## config.mk

```make
export PLATFORM = sky130hd
export DESIGN_NAME = sprite_frame_advance_and_place
export DESIGN_NICKNAME = d
export VERILOG_FILES = /design/src/sfap_pkg.sv /design/src/sprite_frame_advance_and_place.sv
export SDC_FILE = /design/constraint.sdc
export NUM_CORES = 2
export LEC_CHECK = 0
export BUFFER_PORTS_ARGS = -buffer_cell sky130_fd_sc_hd__clkbuf_2
export CAP_MARGIN = 20
export CORE_MARGIN = 10
export CORE_UTILIZATION = 65
export DETAILED_ROUTE_END_ITERATION = 6
export PLACE_DENSITY = 0.83
export SLEW_MARGIN = 30
export SYNTH_ARGS = -nofsm -noshare
export SYNTH_HDL_FRONTEND = slang
export SYNTH_SLANG_ARGS = --single-unit
```

## constraint.sdc

```tcl
create_clock -name clk -period 28.5 [get_ports clk]
set_input_delay 4.275 -clock clk [delete_from_list [all_inputs] [get_ports clk]]
set_output_delay 4.275 -clock clk [all_outputs]
set_load 0.05 [all_outputs]
```

## src/sfap_pkg.sv

```systemverilog
package sfap_pkg;

    localparam int ACC_W = 40;
    localparam int PROD_W = 48;
    localparam int TV_W = 24;
    localparam int CFG_W = 8;
    localparam int FRAME_W = 8;
    localparam int ORI_W = 3;

    localparam logic [0:0] REG_FPS = 1'b0;
    localparam logic [0:0] REG_COUNT = 1'b1;

    localparam logic [CFG_W-1:0] FPS_RESET = 8'd10;
    localparam logic [CFG_W-1:0] COUNT_RESET = 8'd1;

    localparam int X_W = 15;
    localparam int Y_W = 13;
    localparam int Y_BIAS = 576;

endpackage

```

## src/sprite_frame_advance_and_place.sv

```systemverilog
// A bad orientation gives an all-zero result without any arithmetic. When no frame advance is due
// and a frame is already shown, only the first divide runs; otherwise all three divides run.
// One request at a time: a request is taken only once the previous result has been accepted.
// The fps*acc product is formed by shift/add one bit per cycle, and a shared shift/subtract
// divider, one bit per cycle, then does the divides.
// Reset clears accumulators, frame index and shown frame and loads the register defaults.
module sprite_frame_advance_and_place #(
    parameter int ORIENTATIONS = 6,
    parameter int TILE_GRID = 100,
    parameter int HEX_GRID = 200
) (
    input  logic        clk,
    input  logic        rst_n,
    input  logic        cfg_we,
    input  logic [0:0]  cfg_index,
    input  logic [7:0]  cfg_data,
    input  logic        in_valid,
    output logic        in_ready,
    input  logic [2:0]  orientation,
    input  logic [23:0] time_value,
    input  logic [23:0] time_scale,
    input  logic [7:0]  hex_x,
    input  logic [7:0]  hex_y,
    input  logic signed [7:0] shift_x,
    input  logic signed [7:0] shift_y,
    input  logic [15:0] draw_order,
    output logic        out_valid,
    input  logic        out_ready,
    output logic        switched,
    output logic        hide_old,
    output logic [2:0]  old_orientation,
    output logic [7:0]  old_frame,
    output logic [2:0]  new_orientation,
    output logic [7:0]  new_frame,
    output logic [15:0] order_out,
    output logic signed [14:0] screen_x,
    output logic signed [12:0] screen_y
);

    localparam int S_RAW = HEX_GRID / TILE_GRID;
    localparam int S = (S_RAW == 0) ? 1 : S_RAW;
    localparam int PW = sfap_pkg::PROD_W;
    localparam int AW = sfap_pkg::ACC_W;
    localparam int CW = $clog2(PW + 1);
    localparam logic [32:0] RECIP = 33'(((64'd1 << 32) + 64'(S) - 64'd1) / 64'(S));

    typedef logic signed [sfap_pkg::X_W-1:0] screen_x_t;
    typedef logic signed [sfap_pkg::Y_W-1:0] screen_y_t;

    typedef enum logic [3:0] {
        ST_IDLE, ST_MUL, ST_DIV1, ST_DECIDE, ST_DIV2, ST_FINISH, ST_MOD,
        ST_PLACE, ST_DIVP, ST_OUT
    } state_t;

    state_t state_reg;
    logic [7:0] fps_reg, count_reg;
    logic [AW-1:0] acc_mem [ORIENTATIONS];
    logic [7:0] frame_reg;
    logic shown_valid_reg;
    logic [2:0] shown_ori_reg;
    logic [7:0] shown_frame_reg;

    logic [2:0] ori_reg;
    logic [23:0] scale_reg;
    logic [7:0] hx_reg, hy_reg;
    logic signed [7:0] sx_reg, sy_reg;
    logic [15:0] order_reg;
    logic [AW-1:0] acc_reg;
    logic [PW-1:0] prod_reg;
    logic [PW-1:0] quo_reg;
    logic [PW:0] rem_reg;
    logic [PW-1:0] dvd_reg;
    logic [PW-1:0] dvs_reg;
    logic [CW-1:0] cnt_reg;
    logic [PW-1:0] adv_reg;
    logic signed [16:0] px_reg, py_reg;
    logic px_done_reg;

    logic [PW:0] trial;
    logic [PW:0] rem_sh;
    logic [7:0] cnt_eff;
    logic [PW-1:0] mod_sum;
    logic signed [16:0] px_raw, py_raw;
    logic signed [16:0] pdiv_num;
    logic [16:0] pdiv_mag;
    logic [49:0] pdiv_prod;
    logic [16:0] pdiv_abs_q;
    logic signed [16:0] pdiv_q;
    logic odd;

    assign rem_sh = {rem_reg[PW-1:0], dvd_reg[PW-1]};
    assign trial = rem_sh - {1'b0, dvs_reg};
    assign cnt_eff = (count_reg == 8'd0) ? 8'd1 : count_reg;
    assign mod_sum = adv_reg + {{(PW - 8){1'b0}}, frame_reg};
    assign odd = hx_reg[0];
    assign px_raw = 17'(48 * int'(hx_reg) + 32 * int'(hy_reg));
    assign py_raw = 17'(24 * int'(hy_reg) + 12 * (TILE_GRID - 1 - int'(hx_reg)));
    assign pdiv_num = px_done_reg ? py_reg : px_reg;
    assign pdiv_mag = pdiv_num[16] ? 17'(-pdiv_num) : 17'(pdiv_num);
    assign pdiv_prod = 50'(pdiv_mag) * 50'(RECIP);
    assign pdiv_abs_q = pdiv_prod[48:32];
    assign pdiv_q = pdiv_num[16] ? -$signed(pdiv_abs_q) : $signed(pdiv_abs_q);
    assign in_ready = (state_reg == ST_IDLE) && !out_valid;

    always_ff @(posedge clk or negedge rst_n)
    begin
        if (!rst_n)
        begin
            state_reg <= ST_IDLE;
            fps_reg <= sfap_pkg::FPS_RESET;
            count_reg <= sfap_pkg::COUNT_RESET;
            for (int i = 0; i < ORIENTATIONS; i++)
            begin
                acc_mem[i] <= '0;
            end
            frame_reg <= '0;
            shown_valid_reg <= 1'b0;
            shown_ori_reg <= '0;
            shown_frame_reg <= '0;
            out_valid <= 1'b0;
            switched <= 1'b0;
            hide_old <= 1'b0;
            old_orientation <= '0;
            old_frame <= '0;
            new_orientation <= '0;
            new_frame <= '0;
            order_out <= '0;
            screen_x <= '0;
            screen_y <= '0;
        end
        else
        begin
            if (cfg_we)
            begin
                case (cfg_index)
                    sfap_pkg::REG_FPS:   fps_reg <= cfg_data;
                    sfap_pkg::REG_COUNT: count_reg <= cfg_data;
                    default: ;
                endcase
            end
            if (out_valid && out_ready)
            begin
                out_valid <= 1'b0;
            end
            case (state_reg)
                ST_IDLE:
                begin
                    if (in_valid && in_ready)
                    begin
                        ori_reg <= orientation;
                        scale_reg <= time_scale;
                        hx_reg <= hex_x;
                        hy_reg <= hex_y;
                        sx_reg <= shift_x;
                        sy_reg <= shift_y;
                        order_reg <= draw_order;
                        if (int'(orientation) >= ORIENTATIONS)
                        begin
                            switched <= 1'b0;
                            hide_old <= 1'b0;
                            old_orientation <= '0;
                            old_frame <= '0;
                            new_orientation <= '0;
                            new_frame <= '0;
                            order_out <= '0;
                            screen_x <= '0;
                            screen_y <= '0;
                            state_reg <= ST_OUT;
                        end
                        else
                        begin
                            begin : add_blk
                                logic [AW:0] s;
                                s = {1'b0, acc_mem[orientation[$clog2(ORIENTATIONS > 1 ?
                                    ORIENTATIONS : 2)-1:0]]} + (AW + 1)'(time_value);
                                acc_reg <= s[AW] ? {AW{1'b1}} : s[AW-1:0];
                            end
                            prod_reg <= '0;
                            cnt_reg <= CW'(8);
                            state_reg <= ST_MUL;
                        end
                    end
                end
                ST_MUL:
                begin
                    if (fps_reg[cnt_reg[2:0] - 3'd1])
                    begin
                        prod_reg <= (prod_reg << 1) + PW'(acc_reg);
                    end
                    else
                    begin
                        prod_reg <= prod_reg << 1;
                    end
                    if (cnt_reg == CW'(1))
                    begin
                        state_reg <= ST_DIV1;
                        cnt_reg <= CW'(PW);
                        rem_reg <= '0;
                        dvs_reg <= PW'(scale_reg);
                        quo_reg <= '0;
                        dvd_reg <= fps_reg[0] ? (prod_reg << 1) + PW'(acc_reg)
                            : prod_reg << 1;
                    end
                    else
                    begin
                        cnt_reg <= cnt_reg - 1'b1;
                    end
                end
                ST_DIV1, ST_DIV2, ST_MOD:
                begin
                    if (!trial[PW])
                    begin
                        rem_reg <= trial;
                        quo_reg <= {quo_reg[PW-2:0], 1'b1};
                    end
                    else
                    begin
                        rem_reg <= rem_sh;
                        quo_reg <= {quo_reg[PW-2:0], 1'b0};
                    end
                    dvd_reg <= dvd_reg << 1;
                    cnt_reg <= cnt_reg - 1'b1;
                    if (cnt_reg == CW'(1))
                    begin
                        if (state_reg == ST_DIV1)
                        begin
                            state_reg <= ST_DECIDE;
                        end
                        else if (state_reg == ST_DIV2)
                        begin
                            state_reg <= ST_FINISH;
                        end
                        else
                        begin
                            state_reg <= ST_PLACE;
                        end
                    end
                end
                ST_DECIDE:
                begin
                    adv_reg <= (scale_reg == '0) ? '0 : quo_reg;
                    if ((scale_reg == '0 || quo_reg == '0) && shown_valid_reg)
                    begin
                        acc_mem[ori_reg] <= acc_reg;
                        switched <= 1'b0;
                        hide_old <= 1'b0;
                        old_orientation <= '0;
                        old_frame <= '0;
                        new_orientation <= '0;
                        new_frame <= '0;
                        order_out <= '0;
                        screen_x <= '0;
                        screen_y <= '0;
                        state_reg <= ST_OUT;
                    end
                    else
                    begin
                        begin : h_blk
                            logic [PW-1:0] pm;
                            pm = (scale_reg == '0) ? '0 : (prod_reg - rem_reg[PW-1:0]);
                            dvd_reg <= pm;
                        end
                        rem_reg <= '0;
                        quo_reg <= '0;
                        dvs_reg <= PW'(fps_reg);
                        cnt_reg <= CW'(PW);
                        state_reg <= ST_DIV2;
                    end
                end
                ST_FINISH:
                begin
                    acc_mem[ori_reg] <= acc_reg - ((fps_reg == '0) ? '0 : quo_reg[AW-1:0]);
                    dvd_reg <= mod_sum;
                    rem_reg <= '0;
                    quo_reg <= '0;
                    dvs_reg <= PW'(cnt_eff);
                    cnt_reg <= CW'(PW);
                    state_reg <= ST_MOD;
                end
                ST_PLACE:
                begin
                    frame_reg <= rem_reg[7:0];
                    if (shown_valid_reg && shown_ori_reg == ori_reg
                        && shown_frame_reg == rem_reg[7:0])
                    begin
                        switched <= 1'b0;
                        hide_old <= 1'b0;
                        old_orientation <= '0;
                        old_frame <= '0;
                        new_orientation <= '0;
                        new_frame <= '0;
                        order_out <= '0;
                        screen_x <= '0;
                        screen_y <= '0;
                        state_reg <= ST_OUT;
                    end
                    else
                    begin
                        switched <= 1'b1;
                        hide_old <= shown_valid_reg;
                        old_orientation <= shown_valid_reg ? shown_ori_reg : '0;
                        old_frame <= shown_valid_reg ? shown_frame_reg : '0;
                        new_orientation <= ori_reg;
                        new_frame <= rem_reg[7:0];
                        order_out <= order_reg;
                        shown_valid_reg <= 1'b1;
                        shown_ori_reg <= ori_reg;
                        shown_frame_reg <= rem_reg[7:0];
                        px_reg <= px_raw;
                        py_reg <= py_raw;
                        px_done_reg <= 1'b0;
                        state_reg <= ST_DIVP;
                    end
                end
                ST_DIVP:
                begin
                    if (!px_done_reg)
                    begin
                        screen_x <= screen_x_t'(pdiv_q - 17'sd8 + (odd ? 17'sd8 : 17'sd0)
                            + 17'(sx_reg));
                        px_done_reg <= 1'b1;
                    end
                    else
                    begin
                        screen_y <= screen_y_t'(pdiv_q - 17'sd8 + (odd ? 17'sd6 : 17'sd0)
                            + 17'(sy_reg) + 17'(sfap_pkg::Y_BIAS));
                        state_reg <= ST_OUT;
                    end
                end
                ST_OUT:
                begin
                    if (!out_valid)
                    begin
                        out_valid <= 1'b1;
                        state_reg <= ST_IDLE;
                    end
                end
                default: state_reg <= ST_IDLE;
            endcase
        end
    end

endmodule

```

Yosys cells after proc, flatten, opt, wreduce, memory -nomap -nowiden --
Index checks and enable logic that the tools add are counted. Widths: inputs -> output; s select.
Operators by class: magnitude comparators 5, reductions and logical operators 40, eq/ne operators 24, add/subtract/negate cells 19, bitwise gates (word level) 5, multiplexer cells 99, multiply operators 3
Operator list (count):
- $mux 48 | 14
- $pmux 48 s4 | 3
- $bwmux 240 | 2
- $pmux 240 s2 | 1
- $mux 240 | 1
- $mux 40 | 4
- $pmux 48 s3 | 1
- $bmux 40 s3 | 1
- $demux 40 s3 | 1
- $pmux 48 s2 | 1
- $mux 15 | 6
- $mux 16 | 5
- $mux 13 | 5
- $pmux 15 s4 | 1
- $mux 8 | 7
- $pmux 13 s4 | 1
- $sub 49x48->49 | 1
- $add 48x40->48 | 1
- $add 48x8->48 | 1
- $logic_not 48->1 | 1
- $pmux 16 s3 | 1
- $pmux 8 s3 | 2
- $sub 48x48->48 | 1
- $add 40x24->41 | 1
- 59 further kinds | 132
Storage, ports and cells: input port bits 113, output and inout port bits 70, flip-flop bits (word level) 793, logic and storage cells 236

Depth between registers and ports, before layout --
depth in word-level cells 11, mapped depth 27, gate-level depth less buffers 23

Least setup slack after synthesis --
Ideal clock, no wire load.
path type input to register, start input rst_n, end register dvd_reg[0] (enable), setup slack 16.495 ns, path buffers 0, required time 27.804 ns, arrival 11.309 ns, setup time 0.696 ns, stages on the path 2, cells stage by stage nand3_1 > a21oi_1
Between the ends: longest elaborated chain between the ends 1
RTL lines:
- start: declaration | RTL line sprite_frame_advance_and_place.sv:13 | input logic rst_n,
- $reduce_and 4->1 (no line)
- end signal: assignment | RTL line sprite_frame_advance_and_place.sv:201 | dvd_reg <= fps_reg[0] ? (prod_reg << 1) + PW'(acc_reg)
- end signal: assignment | RTL line sprite_frame_advance_and_place.sv:221 | dvd_reg <= dvd_reg << 1;
- end signal: assignment | RTL line sprite_frame_advance_and_place.sv:261 | dvd_reg <= pm;
- end: declaration | RTL line sprite_frame_advance_and_place.sv:72 | logic [PW-1:0] dvd_reg;
No other way between the ends. A chain may end at the register's enable or synchronous reset.

Worst setup path in the final report --
start input orientation[1], end register acc_reg[18], data pin
Between the ends: longest elaborated chain between the ends 5
RTL lines:
- start: declaration | RTL line sprite_frame_advance_and_place.sv:19 | input logic [2:0] orientation,
- $not 3->4 | RTL line sprite_frame_advance_and_place.sv:174 | s = {1'b0, acc_mem[orientation[$clog2(ORIENTATIONS > 1 ?
- $bmux 40 s3 | RTL line sprite_frame_advance_and_place.sv:174
- $mux 40 (2 in a row) | RTL line sprite_frame_advance_and_place.sv:174
- $add 40x24->41 | RTL line sprite_frame_advance_and_place.sv:175 | ORIENTATIONS : 2)-1:0]]} + (AW + 1)'(time_value);
- end signal: assignment | RTL line sprite_frame_advance_and_place.sv:176 | acc_reg <= s[AW] ? {AW{1'b1}} : s[AW-1:0];
- end: declaration | RTL line sprite_frame_advance_and_place.sv:68 | logic [AW-1:0] acc_reg;
No other way between the ends. The select of a mux whose other input is x is not followed.

==> impl_metrics.yaml <==
status:
  outcome: "finished, violations left"
  violations: "design-rule violations"
clock_network:
  cts-htree-levels: 3
  cts_tree: "yes"
  postCtsSetupBuffers: 0
  cts-hold-fix-buffers: 0
  clockBufferDepth: 3
  numCtsBuffers: 81
  clkTransAtPathRegs_ns: 0.06
  clock-sinks: 758
  clk_latency_ns: 0.66
  post_cts_resized: 0
  cts-root-buf: "clkbuf_16"
die:
  core_um2: 70400
  start_util_pct: 65.8
  dieArea_um2: 82300
  top_level_ports: 183
  rows: 97
  die_w_um: 287
  dieHeight_um: 287
detailed_routing:
  viasPerCell: 6.49
  wl_mm: 132
  first_pass_iters: 7
  drtIter0Drc: 4068
  drc: 3
  wl_per_cell_um: 22.7
  vias: 37800
  ant_nets: 0
placement:
  dp.cells: 5682
  place_hpwl_mm: 94.5
  globalplace.congestion: 0.989
  io_buffers: 182
global_route:
  grt_antenna_before_repair: 0
  grt_use_total_pct: 31.5
  grt_max_degree: 79
  gr-total-overflow: 0
  grt_pass1_wl_mm: 206
  grt_pass1_vias: 36800
setup_path:
  cp.arrival_ns: 9.46
  r2r_setup_slack_ns: 22.61
  rr_endpoint: "screen_x[14]"
  required_ns: 28.91
  worstSetupStartpointType: "primary input"
  timing.rr.start: "px_done_reg"
  end_kind: "flop"
  crit_fanout: 45
  worstSetupPathType: "in2reg"
  r2r_cells: 23
finish:
  finalNonFillerCells: 5830
  finalNetCount: 5235
  fillers: 4981
  diodes: 0
  multiInputGateArea_um2: 23900
  drive_above_1_share_pct: 9.92
  largest_register_ffs: 240
  regMostFlops: "acc_mem"
  area_growth_pct: 9.97
  post-route-util_pct: 72.3
  seq_area_um2: 21000
timing:
  setup_violations: 0
  hold_viol: 0
  rsz0062_at_grt: "no"
  timing.final.crit_share_pct: 31.7
  timing.fmax_ghz: 0.111
  slew_headroom_pct: 32.2
  worst_pin_slew_ns: 1.02
  setup-tns-final_ns: 0
  slew_viol_final: 0
  finalCriticalPeriod_ns: 9.04
  fin_skew_ns: 0.0199
logic_synthesis:
  synthArstFlopShare_pct: 46.0
  yosysWarningCount: 0
  syn_inst: 4721
  ys.flop_type: "edfxtp_1"
  yosysSeqAreaShare_pct: 45.4
  syn_nets: 5131
  synth.distinct_cells: 87
  synth_area_um2: 46300
  ys_ff_latch: 758
  synth_area_per_cell_um2: 9.81
  synth_edf_count: 409
min_path:
  hold_class: "reg2reg"
  holdPathStages: 1
  hold_start: "sy_reg[0]"
  worst_hold_path.endpoint: "screen_y[0]"
job:
  cap_violations: 0
pwr:
  power.density_nw_per_um2: 121
  vdd_drop_max_mv: 0.111
  p_leak_nw: 21.7
worst max-delay path by stage:
stage | from | to | slack [ns] | depth (start not counted)
floorplan | rst_n | dvd_reg[0] | 16.50 | 2
global placement | orientation[1] | acc_reg[18] | 19.13 | 19
detailed placement | orientation[1] | acc_reg[18] | 18.98 | 19
CTS | orientation[1] | acc_reg[18] | 19.65 | 19
global route | orientation[1] | acc_reg[18] | 19.05 | 19
finish | orientation[1] | acc_reg[18] | 19.46 | 19
synthesized netlist by cell type, drive strengths merged, types with 9 or more instances:
library cell	count	area share, %
a211o	9	0.17
a211oi	27	0.45
a21boi	11	0.18
a21o	108	1.8
a21oi	350	3.8
a221oi	11	0.21
a222oi	36	0.78
a22o	54	1.0
a22oi	11	0.18
a31o	9	0.17
a31oi	31	0.42
and2	95	1.3
and3	33	0.45
buf	25	0.25
clkbuf	184	1.5
dfrtp	346	19
edfxtp	409	27
fa	16	0.69
ha	281	7.6
inv	189	1.5
mux2	22	0.53
mux2i	82	1.8
mux4	42	2.0
nand2	663	5.4
nand2b	51	0.71
nand3	76	0.83
nand4	41	0.55
nor2	257	2.1
nor2b	98	1.3
nor3	64	0.69
nor3b	10	0.16
nor4	44	0.71
o211ai	20	0.32
o21a	36	0.58
o21ai	437	4.7
o21bai	41	0.66
o221ai	10	0.19
o31a	9	0.17
o31ai	21	0.34
or3	39	0.54
xnor2	203	3.8
xor2	102	1.9
layout make-up:
cell class	count	area share [%]
well taps	940	2.31
repair buffers	230	2.59
flip-flops and latches	758	41.3
clock buffers	107	4.57
multi-input cells	3564	46.9
clock inverters	41	0.911
inverters	190	1.40
power by group:
| group | internal, W | total (W) | switching [W] |
|---|---|---|---|
| Sequential | 0.00167 | 0.00198 | 0.000313 |
| Combinational | 0.00114 | 0.00308 | 0.00194 |
| Clock | 0.000638 | 0.00110 | 0.000467 |
| Total | 0.00345 | 0.00617 | 0.00272 |
per-layer routing:
metal	global-route usage (%)	vias to the layer above	part of all wire, %
li1	-	17300	-
met1	41.2	18300	39
met2	50.0	1870	46
met3	5.74	323	9.3
met4	15.5	0	5.2
met5	0	-	0
cells in the final DEF, fill, tap and decap left out, types with 36 or more instances in the layout:
cell	netlist	final
a21o_1	108	108
a21oi_1	350	348
a222oi_1	36	36
a22o_1	54	54
and2_1	95	92
buf_4	0	44
clkbuf_16	0	85
clkbuf_2	0	180
dfrtp_1	346	345
edfxtp_1	409	409
ha_1	281	281
inv_1	189	189
mux2i_1	82	81
mux4_2	42	42
nand2_1	663	660
nand2b_1	50	50
nand3_1	75	72
nand4_1	41	41
nor2_1	256	250
nor2b_1	98	98
nor3_1	64	62
nor4_1	40	40
o21a_1	36	36
o21ai_0	430	429
o21bai_1	41	41
or3_1	38	37
xnor2_1	203	203
xor2_1	102	102
stage by stage:
stage,setup WS (ns),instance area (um^2),total power (W),hold WS (ns)
finish,19.46,50900,0.00617,0.472
CTS,19.65,50900,0.00611,0.472
detailed placement,18.98,48100,0.00497,0.460
global placement,19.13,48100,0.00488,0.451
floorplan,16.50,46300,0.00414,0.442
global route,19.05,50900,0.00654,0.485
worst max-delay path: stages:
cell      delay (ns)
clkbuf_2        0.07
buf_4           0.57
nand2b_1        0.44
buf_4           0.43
o21ai_0         0.19
ha_1            0.23
inv_1           0.08
fa_1            0.18
nor2b_1         0.06
o21a_1          0.18
o21a_1          0.20
o32ai_1         0.39
o21ai_0         0.27
nand2b_1        0.19
a31oi_1         0.17
nor3_1          0.55
or3_1           0.33
buf_4           0.35
a21bo_2         0.26
cell families after synthesis:
kind of cell	Yosys count	synth area share [%]
adders and majority gates	297	8.28
xor gates and xnor gates	305	5.77
and+or+nand+nor	1509	15.4
DFF	758	45.4
muxes	146	4.35
AOI/OAI and AO/OA	1307	17.6
buffers and inverters	399	3.28
Note: power is estimated with default switching activity, not from simulation.
